<file path="src/sv/mket_pkg.sv">
// ----------------------------------------------------------------------------
// mket_pkg: shared types and constants of the Morse keyer element timer
// Command codes, field widths, divider lanes and the controller/datapath
// command and status words.
// ----------------------------------------------------------------------------
package mket_pkg;

    // Input command codes
    typedef enum logic [2:0] {
        CMD_TICK         = 3'd0,
        CMD_PADDLE_START = 3'd1,
        CMD_PADDLE_STOP  = 3'd2,
        CMD_KEY_DOWN     = 3'd3,
        CMD_KEY_UP       = 3'd4,
        CMD_ENTER        = 3'd5,
        CMD_FINISH       = 3'd6
    } cmd_t;

    // Configuration register indexes (byte address bit 2)
    localparam logic REG_WPM  = 1'b0;
    localparam logic REG_TICK = 1'b1;

    // Field and state widths
    localparam int CMD_W   = 3;
    localparam int WPM_W   = 6;
    localparam int TICK_W  = 7;
    localparam int MS_W    = 16;
    localparam int DIT_W   = 11;
    localparam int PHASE_W = 12;
    localparam int PAT_W   = 8;
    localparam int PAT_IDX_W = $clog2(PAT_W);
    localparam int CNT_W   = 4;

    localparam int MAX_ELEMENTS = 8;
    localparam int CAPACITY = (MAX_ELEMENTS > 15) ? 15 : MAX_ELEMENTS;

    localparam logic [WPM_W-1:0] DEFAULT_WPM  = 6'd15;
    localparam logic [TICK_W-1:0] DEFAULT_TICK = 7'd10;
    localparam logic [DIT_W-1:0] DEFAULT_DIT  = 11'd80;

    // Divider: three constant dividends over the effective wpm
    localparam int DIV_W     = 12;
    localparam int DIV_CNT_W = $clog2(DIV_W);
    localparam int DIV_LANES = 3;
    localparam int LANE_DIT  = 0;
    localparam int LANE_DAH  = 1;
    localparam int LANE_GAP  = 2;
    localparam logic [DIV_W-1:0] DIVIDENDS [DIV_LANES] = '{12'd1200, 12'd2400, 12'd3600};

    // Controller to datapath/divider
    typedef struct packed {
        logic capture;
        logic div_start;
        logic exec;
    } ctrl_cmd_t;

    // Datapath/divider to controller
    typedef struct packed {
        logic div_done;
        logic out_free;
    } ctrl_sts_t;

endpackage

</file>
<file path="src/sv/mket_div.sv">
// ----------------------------------------------------------------------------
// mket_div: radix-2 restoring divider, three constant dividends
// Divides 1200, 2400 and 3600 by the effective wpm in parallel lanes,
// one quotient bit per cycle.
// ----------------------------------------------------------------------------
module mket_div import mket_pkg::*;
(
    input  logic                 clk,
    input  logic                 rst_n,
    input  logic                 start,
    input  logic [WPM_W-1:0]     divisor,
    output logic                 done,
    output logic [DIV_W-1:0]     quo_dit,
    output logic [DIV_W-1:0]     quo_dah,
    output logic [DIV_W-1:0]     quo_gap
);

    logic                 busy_reg;
    logic                 done_reg;
    logic [DIV_CNT_W-1:0] cnt_reg;
    logic [WPM_W-1:0]     rem_reg  [DIV_LANES];
    logic [DIV_W-1:0]     quo_reg  [DIV_LANES];
    logic [WPM_W-1:0]     rem_next [DIV_LANES];
    logic [DIV_W-1:0]     quo_next [DIV_LANES];
    logic [DIV_CNT_W-1:0] bit_idx;

    // Select the dividend bit for this step, most significant first
    assign bit_idx = DIV_CNT_W'(DIV_W - 1) - cnt_reg;

    // Trial subtract in each lane
    always_comb
    begin
        logic [WPM_W:0] trial;
        for (int i = 0; i < DIV_LANES; i++)
        begin
            trial = {rem_reg[i], DIVIDENDS[i][bit_idx]};
            if (trial >= {1'b0, divisor})
            begin
                rem_next[i] = WPM_W'(trial - {1'b0, divisor});
                quo_next[i] = {quo_reg[i][DIV_W-2:0], 1'b1};
            end
            else
            begin
                rem_next[i] = trial[WPM_W-1:0];
                quo_next[i] = {quo_reg[i][DIV_W-2:0], 1'b0};
            end
        end
    end

    // Sequence the steps
    always_ff @(posedge clk or negedge rst_n)
    begin
        if (!rst_n)
        begin
            busy_reg <= 1'b0;
            done_reg <= 1'b0;
            cnt_reg  <= '0;
        end
        else
        begin
            done_reg <= 1'b0;
            if (start)
            begin
                busy_reg <= 1'b1;
                cnt_reg  <= '0;
            end
            else if (busy_reg)
            begin
                cnt_reg <= cnt_reg + 1'b1;
                if (cnt_reg == DIV_CNT_W'(DIV_W - 1))
                begin
                    busy_reg <= 1'b0;
                    done_reg <= 1'b1;
                end
            end
        end
    end

    // Hold partial remainders and quotients
    always_ff @(posedge clk)
    begin
        for (int i = 0; i < DIV_LANES; i++)
        begin
            if (start)
            begin
                rem_reg[i] <= '0;
                quo_reg[i] <= '0;
            end
            else if (busy_reg)
            begin
                rem_reg[i] <= rem_next[i];
                quo_reg[i] <= quo_next[i];
            end
        end
    end

    assign done    = done_reg;
    assign quo_dit = quo_reg[LANE_DIT];
    assign quo_dah = quo_reg[LANE_DAH];
    assign quo_gap = quo_reg[LANE_GAP];

endmodule

</file>
<file path="src/sv/mket_dp.sv">
// ----------------------------------------------------------------------------
// mket_dp: keyer datapath
// Holds the captured word, the keyer state and the output register, and
// applies one command per exec pulse.
// ----------------------------------------------------------------------------
module mket_dp import mket_pkg::*;
(
    input  logic                 clk,
    input  logic                 rst_n,
    input  ctrl_cmd_t            cmd,
    output logic                 out_free,
    input  logic [CMD_W-1:0]     command,
    input  logic                 element_kind,
    input  logic [TICK_W-1:0]    tick_period,
    input  logic [DIV_W-1:0]     quo_dit,
    input  logic [DIV_W-1:0]     quo_dah,
    input  logic [DIV_W-1:0]     quo_gap,
    input  logic                 out_ready,
    output logic                 out_valid,
    output logic                 tone_on,
    output logic                 element_valid,
    output logic                 element_is_dah,
    output logic                 char_valid,
    output logic [PAT_W-1:0]     char_pattern,
    output logic [CNT_W-1:0]     char_length
);

    // Captured word
    logic [CMD_W-1:0]   item_cmd_reg;
    logic               item_kind_reg;

    // Keyer state
    logic               key_held_reg,       key_held_next;
    logic [MS_W-1:0]    key_held_ms_reg,    key_held_ms_next;
    logic               running_reg,        running_next;
    logic               stop_reg,           stop_next;
    logic               mark_reg,           mark_next;
    logic               paddle_kind_reg,    paddle_kind_next;
    logic [DIT_W-1:0]   dit_reg,            dit_next;
    logic [PHASE_W-1:0] phase_reg,          phase_next;
    logic               any_seen_reg,       any_seen_next;
    logic [MS_W-1:0]    since_reg,          since_next;
    logic [PAT_W-1:0]   pat_reg,            pat_next;
    logic [CNT_W-1:0]   count_reg,          count_next;

    // Output register
    logic               out_valid_reg;
    logic               tone_reg;
    logic               elem_valid_reg;
    logic               elem_dah_reg;
    logic               chr_valid_reg;
    logic [PAT_W-1:0]   chr_pat_reg;
    logic [CNT_W-1:0]   chr_len_reg;

    // Result of the current word
    logic               res_tone;
    logic               res_elem_valid;
    logic               res_elem_dah;
    logic               res_chr_valid;
    logic [PAT_W-1:0]   res_chr_pat;
    logic [CNT_W-1:0]   res_chr_len;

    logic [MS_W-1:0]    gap_ms;
    logic [MS_W-1:0]    dah_ms;

    assign gap_ms = {{(MS_W-DIV_W){1'b0}}, quo_gap};
    assign dah_ms = {{(MS_W-DIV_W){1'b0}}, quo_dah};

    // Apply one command to the keyer state
    always_comb
    begin
        cmd_t               op;
        logic [MS_W:0]      since_sum;
        logic [MS_W:0]      held_sum;
        logic [PHASE_W:0]   dit_triple;
        logic               begin_el;
        logic               key_do;
        logic               key_dah;

        op         = cmd_t'(item_cmd_reg);
        since_sum  = {1'b0, since_reg} + (MS_W+1)'(tick_period);
        held_sum   = {1'b0, key_held_ms_reg} + (MS_W+1)'(tick_period);
        begin_el   = 1'b0;
        key_do     = 1'b0;
        key_dah    = 1'b0;
        dit_triple = '0;

        key_held_next    = key_held_reg;
        key_held_ms_next = key_held_ms_reg;
        running_next     = running_reg;
        stop_next        = stop_reg;
        mark_next        = mark_reg;
        paddle_kind_next = paddle_kind_reg;
        dit_next         = dit_reg;
        phase_next       = phase_reg;
        any_seen_next    = any_seen_reg;
        since_next       = since_reg;
        pat_next         = pat_reg;
        count_next       = count_reg;

        res_elem_valid = 1'b0;
        res_elem_dah   = 1'b0;
        res_chr_valid  = 1'b0;
        res_chr_pat    = '0;
        res_chr_len    = '0;

        // Decode the command
        unique case (op)
            CMD_TICK:
            begin
                since_next = since_sum[MS_W] ? '1 : since_sum[MS_W-1:0];
                if (key_held_reg)
                begin
                    key_held_ms_next = held_sum[MS_W] ? '1 : held_sum[MS_W-1:0];
                end
                else if (running_reg)
                begin
                    if (phase_reg <= PHASE_W'(tick_period))
                    begin
                        phase_next = '0;
                        if (mark_reg)
                        begin
                            mark_next  = 1'b0;
                            phase_next = PHASE_W'(dit_reg);
                        end
                        else if (stop_reg)
                        begin
                            running_next = 1'b0;
                            stop_next    = 1'b0;
                        end
                        else
                        begin
                            begin_el = 1'b1;
                        end
                    end
                    else
                    begin
                        phase_next = phase_reg - PHASE_W'(tick_period);
                    end
                end
            end
            CMD_PADDLE_START:
            begin
                paddle_kind_next = item_kind_reg;
                if (!running_reg)
                begin
                    running_next = 1'b1;
                    stop_next    = 1'b0;
                    dit_next     = quo_dit[DIT_W-1:0];
                    begin_el     = 1'b1;
                end
            end
            CMD_PADDLE_STOP:
            begin
                if (running_reg)
                begin
                    stop_next = 1'b1;
                end
            end
            CMD_KEY_DOWN:
            begin
                key_held_next    = 1'b1;
                key_held_ms_next = '0;
            end
            CMD_KEY_UP:
            begin
                if (key_held_reg)
                begin
                    key_held_next = 1'b0;
                    key_do        = 1'b1;
                    key_dah       = (key_held_ms_reg >= dah_ms);
                end
            end
            CMD_ENTER:
            begin
                key_do  = 1'b1;
                key_dah = item_kind_reg;
            end
            CMD_FINISH:
            begin
            end
            default:
            begin
            end
        endcase

        // Start a paddle element: tone for one or three dits
        if (begin_el)
        begin
            key_do     = 1'b1;
            key_dah    = paddle_kind_next;
            mark_next  = 1'b1;
            dit_triple = {1'b0, dit_next, 1'b0} + {2'b0, dit_next};
            phase_next = paddle_kind_next ? dit_triple[PHASE_W-1:0]
                                          : PHASE_W'(dit_next);
        end

        // Key an element, closing a stale character first
        if (key_do)
        begin
            if (any_seen_next && (since_next > gap_ms) && (count_next != '0))
            begin
                res_chr_valid = 1'b1;
                res_chr_pat   = pat_next;
                res_chr_len   = count_next;
                pat_next      = '0;
                count_next    = '0;
            end
            if (count_next < CNT_W'(CAPACITY))
            begin
                if (key_dah && (count_next < CNT_W'(PAT_W)))
                begin
                    pat_next[count_next[PAT_IDX_W-1:0]] = 1'b1;
                end
                count_next = count_next + 1'b1;
            end
            any_seen_next  = 1'b1;
            since_next     = '0;
            res_elem_valid = 1'b1;
            res_elem_dah   = key_dah;
        end

        // End the character on a long gap or on finish
        if (((op == CMD_TICK) && any_seen_next && (since_next >= gap_ms)
             && (count_next != '0))
            || ((op == CMD_FINISH) && (count_next != '0)))
        begin
            res_chr_valid = 1'b1;
            res_chr_pat   = pat_next;
            res_chr_len   = count_next;
            pat_next      = '0;
            count_next    = '0;
        end

        // Tick reports tone at its start, events after the update
        if (op == CMD_TICK)
        begin
            res_tone = key_held_reg | (running_reg & mark_reg);
        end
        else
        begin
            res_tone = key_held_next | (running_next & mark_next);
        end
    end

    // Capture the input word
    always_ff @(posedge clk)
    begin
        if (cmd.capture)
        begin
            item_cmd_reg  <= command;
            item_kind_reg <= element_kind;
        end
    end

    // Update keyer state
    always_ff @(posedge clk or negedge rst_n)
    begin
        if (!rst_n)
        begin
            key_held_reg    <= 1'b0;
            key_held_ms_reg <= '0;
            running_reg     <= 1'b0;
            stop_reg        <= 1'b0;
            mark_reg        <= 1'b0;
            paddle_kind_reg <= 1'b0;
            dit_reg         <= DEFAULT_DIT;
            phase_reg       <= '0;
            any_seen_reg    <= 1'b0;
            since_reg       <= '0;
            pat_reg         <= '0;
            count_reg       <= '0;
        end
        else if (cmd.exec)
        begin
            key_held_reg    <= key_held_next;
            key_held_ms_reg <= key_held_ms_next;
            running_reg     <= running_next;
            stop_reg        <= stop_next;
            mark_reg        <= mark_next;
            paddle_kind_reg <= paddle_kind_next;
            dit_reg         <= dit_next;
            phase_reg       <= phase_next;
            any_seen_reg    <= any_seen_next;
            since_reg       <= since_next;
            pat_reg         <= pat_next;
            count_reg       <= count_next;
        end
    end

    // Hold the result word until taken
    always_ff @(posedge clk or negedge rst_n)
    begin
        if (!rst_n)
        begin
            out_valid_reg <= 1'b0;
        end
        else if (cmd.exec)
        begin
            out_valid_reg <= 1'b1;
        end
        else if (out_ready)
        begin
            out_valid_reg <= 1'b0;
        end
    end

    always_ff @(posedge clk)
    begin
        if (cmd.exec)
        begin
            tone_reg       <= res_tone;
            elem_valid_reg <= res_elem_valid;
            elem_dah_reg   <= res_elem_dah;
            chr_valid_reg  <= res_chr_valid;
            chr_pat_reg    <= res_chr_pat;
            chr_len_reg    <= res_chr_len;
        end
    end

    assign out_free       = !out_valid_reg || out_ready;
    assign out_valid      = out_valid_reg;
    assign tone_on        = tone_reg;
    assign element_valid  = elem_valid_reg;
    assign element_is_dah = elem_dah_reg;
    assign char_valid     = chr_valid_reg;
    assign char_pattern   = chr_pat_reg;
    assign char_length    = chr_len_reg;

endmodule

</file>
<file path="src/sv/mket_ctrl.sv">
// ----------------------------------------------------------------------------
// mket_ctrl: keyer sequencer
// Takes one input word, runs the divider, then applies the word once the
// output register is free.
// ----------------------------------------------------------------------------
module mket_ctrl import mket_pkg::*;
(
    input  logic        clk,
    input  logic        rst_n,
    input  logic        in_valid,
    output logic        in_ready,
    input  ctrl_sts_t   sts,
    output ctrl_cmd_t   cmd
);

    typedef enum logic [1:0] {
        S_IDLE,
        S_DIV,
        S_EXEC
    } state_t;

    state_t state_reg;
    logic   in_ready_reg;
    logic   div_start_reg;

    // Sequence one word at a time
    always_ff @(posedge clk or negedge rst_n)
    begin
        if (!rst_n)
        begin
            state_reg     <= S_IDLE;
            in_ready_reg  <= 1'b1;
            div_start_reg <= 1'b0;
        end
        else
        begin
            div_start_reg <= 1'b0;
            unique case (state_reg)
                S_IDLE:
                begin
                    if (in_valid)
                    begin
                        state_reg     <= S_DIV;
                        in_ready_reg  <= 1'b0;
                        div_start_reg <= 1'b1;
                    end
                end
                S_DIV:
                begin
                    if (sts.div_done)
                    begin
                        state_reg <= S_EXEC;
                    end
                end
                S_EXEC:
                begin
                    if (sts.out_free)
                    begin
                        state_reg    <= S_IDLE;
                        in_ready_reg <= 1'b1;
                    end
                end
                default:
                begin
                    state_reg    <= S_IDLE;
                    in_ready_reg <= 1'b1;
                end
            endcase
        end
    end

    assign in_ready      = in_ready_reg;
    assign cmd.capture   = in_valid && in_ready_reg;
    assign cmd.div_start = div_start_reg;
    assign cmd.exec      = (state_reg == S_EXEC) && sts.out_free;

`ifndef SYNTH
    // A word is applied only while no new word can enter
    a_exec_not_ready: assert property (@(posedge clk) disable iff (!rst_n)
        cmd.exec |-> !in_ready)
        else $error("exec while input ready");

    // Every captured word starts the divider next cycle
    a_capture_starts_div: assert property (@(posedge clk) disable iff (!rst_n)
        cmd.capture |=> cmd.div_start)
        else $error("capture without divider start");

    // Divider completes only while the sequencer waits for it
    a_done_in_div: assert property (@(posedge clk) disable iff (!rst_n)
        sts.div_done |-> (state_reg == S_DIV))
        else $error("divider done outside wait state");

    // Ready comes back only after a word was applied
    a_ready_after_exec: assert property (@(posedge clk) disable iff (!rst_n)
        $rose(in_ready) |-> $past(cmd.exec))
        else $error("ready raised without exec");
`endif

endmodule

</file>
<file path="src/sv/morse_keyer_element_timer_unit.sv">
// ----------------------------------------------------------------------------
// morse_keyer_element_timer_unit: single-paddle and straight-key Morse keyer
// Keeps the keyer phase, key-held time, element gap and the dit/dah pattern
// of the character in progress; one result word per input word.
//
// Usage:
//   Input channel (in_valid/in_ready) carries command and element_kind:
//   ticks, paddle start/stop, key down/up, enter element, finish character.
//   Output channel (out_valid/out_ready) returns one word per input word:
//   tone_on, element_valid/element_is_dah, char_valid/char_pattern/length.
//   Registers over APB: 0x0 words_per_minute (0 means 15), 0x4
//   tick_period_ms; write them only while the block is idle.
//   Each word runs a 12-step restoring divider for 1200, 2400 and 3600
//   over the effective wpm, then an update step; the next word is
//   taken only after the previous one has been applied. The output
//   register holds a finished word while a new one is taken; if the
//   receiver stalls, the next word waits in its update step.
//   Reset clears the keyer state, restores wpm 15, tick 10 ms and a dit of
//   80 ms, and leaves in_ready high.
// ----------------------------------------------------------------------------
module morse_keyer_element_timer_unit import mket_pkg::*;
(
    input  logic                 clk,
    input  logic                 rst_n,
    // APB configuration port
    input  logic                 psel,
    input  logic                 penable,
    input  logic                 pwrite,
    input  logic [2:0]           paddr,
    input  logic [31:0]          pwdata,
    output logic [31:0]          prdata,
    output logic                 pready,
    // Input channel
    input  logic                 in_valid,
    output logic                 in_ready,
    input  logic [CMD_W-1:0]     command,
    input  logic                 element_kind,
    // Output channel
    output logic                 out_valid,
    input  logic                 out_ready,
    output logic                 tone_on,
    output logic                 element_valid,
    output logic                 element_is_dah,
    output logic                 char_valid,
    output logic [PAT_W-1:0]     char_pattern,
    output logic [CNT_W-1:0]     char_length
);

    logic [WPM_W-1:0]  wpm_reg;
    logic [TICK_W-1:0] tick_reg;
    logic [WPM_W-1:0]  eff_wpm;
    logic              cfg_write;

    ctrl_cmd_t         cmd;
    ctrl_sts_t         sts;
    logic              div_done;
    logic              out_free;
    logic [DIV_W-1:0]  quo_dit;
    logic [DIV_W-1:0]  quo_dah;
    logic [DIV_W-1:0]  quo_gap;

    // Write configuration registers
    assign cfg_write = psel && penable && pwrite;
    assign pready    = 1'b1;

    always_ff @(posedge clk or negedge rst_n)
    begin
        if (!rst_n)
        begin
            wpm_reg  <= DEFAULT_WPM;
            tick_reg <= DEFAULT_TICK;
        end
        else if (cfg_write)
        begin
            unique case (paddr[2])
                REG_WPM:  wpm_reg  <= pwdata[WPM_W-1:0];
                REG_TICK: tick_reg <= pwdata[TICK_W-1:0];
                default:  ;
            endcase
        end
    end

    // Read back
    always_comb
    begin
        unique case (paddr[2])
            REG_WPM:  prdata = {{(32-WPM_W){1'b0}}, wpm_reg};
            REG_TICK: prdata = {{(32-TICK_W){1'b0}}, tick_reg};
            default:  prdata = '0;
        endcase
    end

    // Substitute the default speed for zero
    assign eff_wpm = (wpm_reg == '0) ? DEFAULT_WPM : wpm_reg;

    assign sts.div_done = div_done;
    assign sts.out_free = out_free;

    mket_ctrl u_ctrl (
        .clk      (clk),
        .rst_n    (rst_n),
        .in_valid (in_valid),
        .in_ready (in_ready),
        .sts      (sts),
        .cmd      (cmd)
    );

    mket_div u_div (
        .clk     (clk),
        .rst_n   (rst_n),
        .start   (cmd.div_start),
        .divisor (eff_wpm),
        .done    (div_done),
        .quo_dit (quo_dit),
        .quo_dah (quo_dah),
        .quo_gap (quo_gap)
    );

    mket_dp u_dp (
        .clk            (clk),
        .rst_n          (rst_n),
        .cmd            (cmd),
        .out_free       (out_free),
        .command        (command),
        .element_kind   (element_kind),
        .tick_period    (tick_reg),
        .quo_dit        (quo_dit),
        .quo_dah        (quo_dah),
        .quo_gap        (quo_gap),
        .out_ready      (out_ready),
        .out_valid      (out_valid),
        .tone_on        (tone_on),
        .element_valid  (element_valid),
        .element_is_dah (element_is_dah),
        .char_valid     (char_valid),
        .char_pattern   (char_pattern),
        .char_length    (char_length)
    );

endmodule
</file>
<file path="config.mk">
export PLATFORM = sky130hd
export DESIGN_NAME = morse_keyer_element_timer_unit
export DESIGN_NICKNAME = d
export VERILOG_FILES = /design/src/sv/mket_pkg.sv /design/src/sv/mket_div.sv /design/src/sv/mket_dp.sv /design/src/sv/mket_ctrl.sv /design/src/sv/morse_keyer_element_timer_unit.sv
export SDC_FILE = /design/constraint.sdc
export NUM_CORES = 1
export LEC_CHECK = 0
export ABC_CLOCK_PERIOD_IN_PS = 6200
export BUFFER_PORTS_ARGS = -buffer_cell sky130_fd_sc_hd__buf_2
export CAP_MARGIN = 20
export CORE_MARGIN = 2
export CORE_UTILIZATION = 48
export DETAILED_ROUTE_END_ITERATION = 8
export PLACE_DENSITY = 0.66
export SLEW_MARGIN = 20
export SYNTH_ARGS = -nofsm -noshare
export SYNTH_HDL_FRONTEND = slang
export SYNTH_HIERARCHICAL = 1
export SYNTH_SLANG_ARGS = --single-unit
</file>
<file path="constraint.sdc">
create_clock -name clk -period 6.2 [get_ports clk]
set_input_delay 0.31 -clock clk [delete_from_list [all_inputs] [get_ports clk]]
set_output_delay 0.31 -clock clk [all_outputs]
set_load 0.01 [all_outputs]
</file>
==> results_dict.tcl <==
set metrics [dict create \
    pwr-share-comb_pct 44.8 \
    fin_util_pct 51.67 \
    p_leak_nw 5.900 \
    synth_area_per_cell_um2 9.614 \
    postCtsSetupRepairBufs 0 \
    syn_area_um2 12130 \
    start_util_pct 48.60 \
    crit_end "u_dp/char_pattern[6]" \
    cp.required_ps 6370 \
    slew_viol_final 0 \
    cp.depth 22 \
    final_area_um2 12900 \
    finalNetCount 1403 \
    r2r-start "tick_reg[0]" \
    crit_family "compound AO/OA/AOI/OAI gates" \
    critPathCaptureType "register" \
    first_global_vias 8820 \
    cts_buffer_depth 2 \
    peakVddDrop_v 0.0004128 \
    drt-initial-drc-count 559 \
    worstSetupStartpoint "tick_reg[0]" \
    cpMostUsedCell "ha_1" \
    area_growth_syn_to_layout_pct 6.322 \
    drt_pass1_iterations 5 \
    pwr-share-seq_pct 34.8 \
    max_freq_ghz 0.1745 \
    status "complete, no violations" \
    critPathKind "reg -> reg" \
    intPower_mw 3.169 \
    hold_path.class "in -> reg" \
    die-width_um 163.0 \
    p_sw_mw 1.998 \
    whs_ps 58.35 \
    wl_per_cell_um 16.41 \
    num_vias 9038 \
    root_buffer "clkbuf_16" \
    syn_inst 1262 \
    num_rows 58 \
    grt.overflow.total 0 \
    placed_area_um2 12310 \
    largest_reg_flops 35 \
    fp.dieH_um 163.0 \
    wirelength_um 26280 \
    clkPwrFrac_pct 20.4 \
    r2r_setup_slack_ps 470 \
    core_area_um2 24960 \
    tns_ps 0 \
    io_buffers 43 \
    setup_violations 0 \
    cp_max_fo 7 \
    cts_htree_levels 4 \
    grt_max_degree 76 \
    relSlewSlack_pct 37.89 \
    maxCapViolCount 0 \
    cts.hold.buffers_added 1 \
    pin_count 97 \
    drive_gt1_share_pct 14.17 \
    cp_num_buf_inv 0 \
    grt_usage_pct 20.83 \
    dp_hpwl_um 18520 \
    worst_slew_pin_slew_ps 927.3 \
    crit_slowest_cell "dfrtp_1" \
    arrival_ps 5900 \
    skew_ps 12.43 \
    grt_pass1_wl_um 44280 \
    post_cts_resized 0 \
    ys_warn_count 6 \
    cp_cell_sequence "ha_1 > fa_1 > a211oi_1 > or3_1 > nand2_1 > nand2_1 > o21ai_1 > o22a_1 > ha_1 > nor2b_1 > o211ai_1 > a21o_1 > a31oi_1 > o21ai_0 > a21oi_2 > nor2b_1 > ha_1 > nor2_1 > a21oi_1 > and2_4 > nor4b_4 > o22ai_1" \
    dieArea_um2 26560 \
    routed_via_density 5.645 \
    reg2reg_to "u_dp/char_pattern[6]" \
    min_period_ps 5729 \
    switching_share_pct 38.67 \
    cts.sink_count 170 \
    power_density_nw_per_um2 400.6 \
    startpoint_type "register" \
    ant_nets 0 \
    antenna_found_initial 2 \
    cts_tree "done" \
    slowest_delay_ps 460 \
    finalCritPeriodShare_pct 92.41 \
    drc_errors 0 \
    clk_latency_ps 430 \
    gp_congestion 0.8744 \
    cts_buffers 17 \
    hold_violations 0 \
    r2r_cells 22 \
    path_clk_slew_ps 70 \
    rsz0062_at_grt "no" \
]
-- worst register-to-register path, stage by stage (launching register included) --
cell,delay (ps)
dfrtp_1,460
ha_1,280
fa_1,440
a211oi_1,370
or3_1,240
nand2_1,70
nand2_1,150
o21ai_1,230
o22a_1,270
ha_1,290
nor2b_1,130
o211ai_1,90
a21o_1,180
a31oi_1,180
o21ai_0,230
a21oi_2,450
nor2b_1,100
ha_1,250
nor2_1,260
a21oi_1,120
and2_4,170
nor4b_4,360
o22ai_1,150
-- per-stage QoR --
stage	total power [mW]	cells	worst slack (ps)
2_1_floorplan	3.746	1286	1424
3_3_place_gp	4.052	1567	691.0
3_5_place_dp	4.119	1567	562.6
4_1_cts	5.210	1600	529.7
5_1_grt	5.595	1600	147.3
6_report	5.167	1601	470.7
-- final cells by class --
| type | count | area [um2] |
|---|---|---|
| Clock buffer | 19 | 442.9 |
| Tap cell | 330 | 412.9 |
| Timing Repair Buffer | 58 | 332.8 |
| Fill cell | 2348 | 12060 |
| Clock inverter | 13 | 132.6 |
| Sequential cell | 170 | 4631 |
| Inverter | 83 | 312.8 |
| Multi-Input combinational cell | 927 | 6633 |
| Antenna cell | 1 | 2.502 |
-- layer usage --
metal | wire length [um] | global-route usage, %
met5 | 13 | 0
met4 | 367 | 5.350
met3 | 1029 | 3.514
met2 | 12510 | 34.94
met1 | 12360 | 28.04
-- how the worst min path moves through the flow --
stage,slack (ps),end,from,cells past startpoint
floorplan,10,tick_reg[0],rst_n,0
global placement,370,u_dp/key_held_ms_reg[9],rst_n,1
detailed placement,390,u_dp/since_reg[11],rst_n,1
CTS,40,u_dp/item_cmd_reg[1],command[1],1
global route,40,u_dp/item_cmd_reg[1],command[1],1
finish,60,u_dp/item_cmd_reg[1],command[1],1
-- placed cells by master (no fill, tap or decap), types with 15 or more instances in the layout --
cell	instances
edfxtp_1	73
nand2_1	91
dfrtp_1	88
a21oi_1	65
mux2i_1	21
buf_4	15
inv_1	82
clkbuf_16	17
ha_1	93
conb_1	26
nor2_1	94
xnor2_1	20
nor3_1	15
and2_1	51
buf_2	42
nand2b_1	21
o31ai_1	17
nand3_1	31
o21ai_0	60
a21o_1	33
mux2_2	33
-- power groups by stage --
stage,Sequential (mW),Combinational (mW),Clock (mW)
2_1_floorplan,1.73,2.02,0
3_3_place_gp,1.82,2.24,0
3_5_place_dp,1.82,2.30,0
4_1_cts,1.80,2.32,1.08
5_1_grt,1.84,2.63,1.12
6_report,1.80,2.31,1.05
No activity file was read; power rests on OpenSTA's default activity.
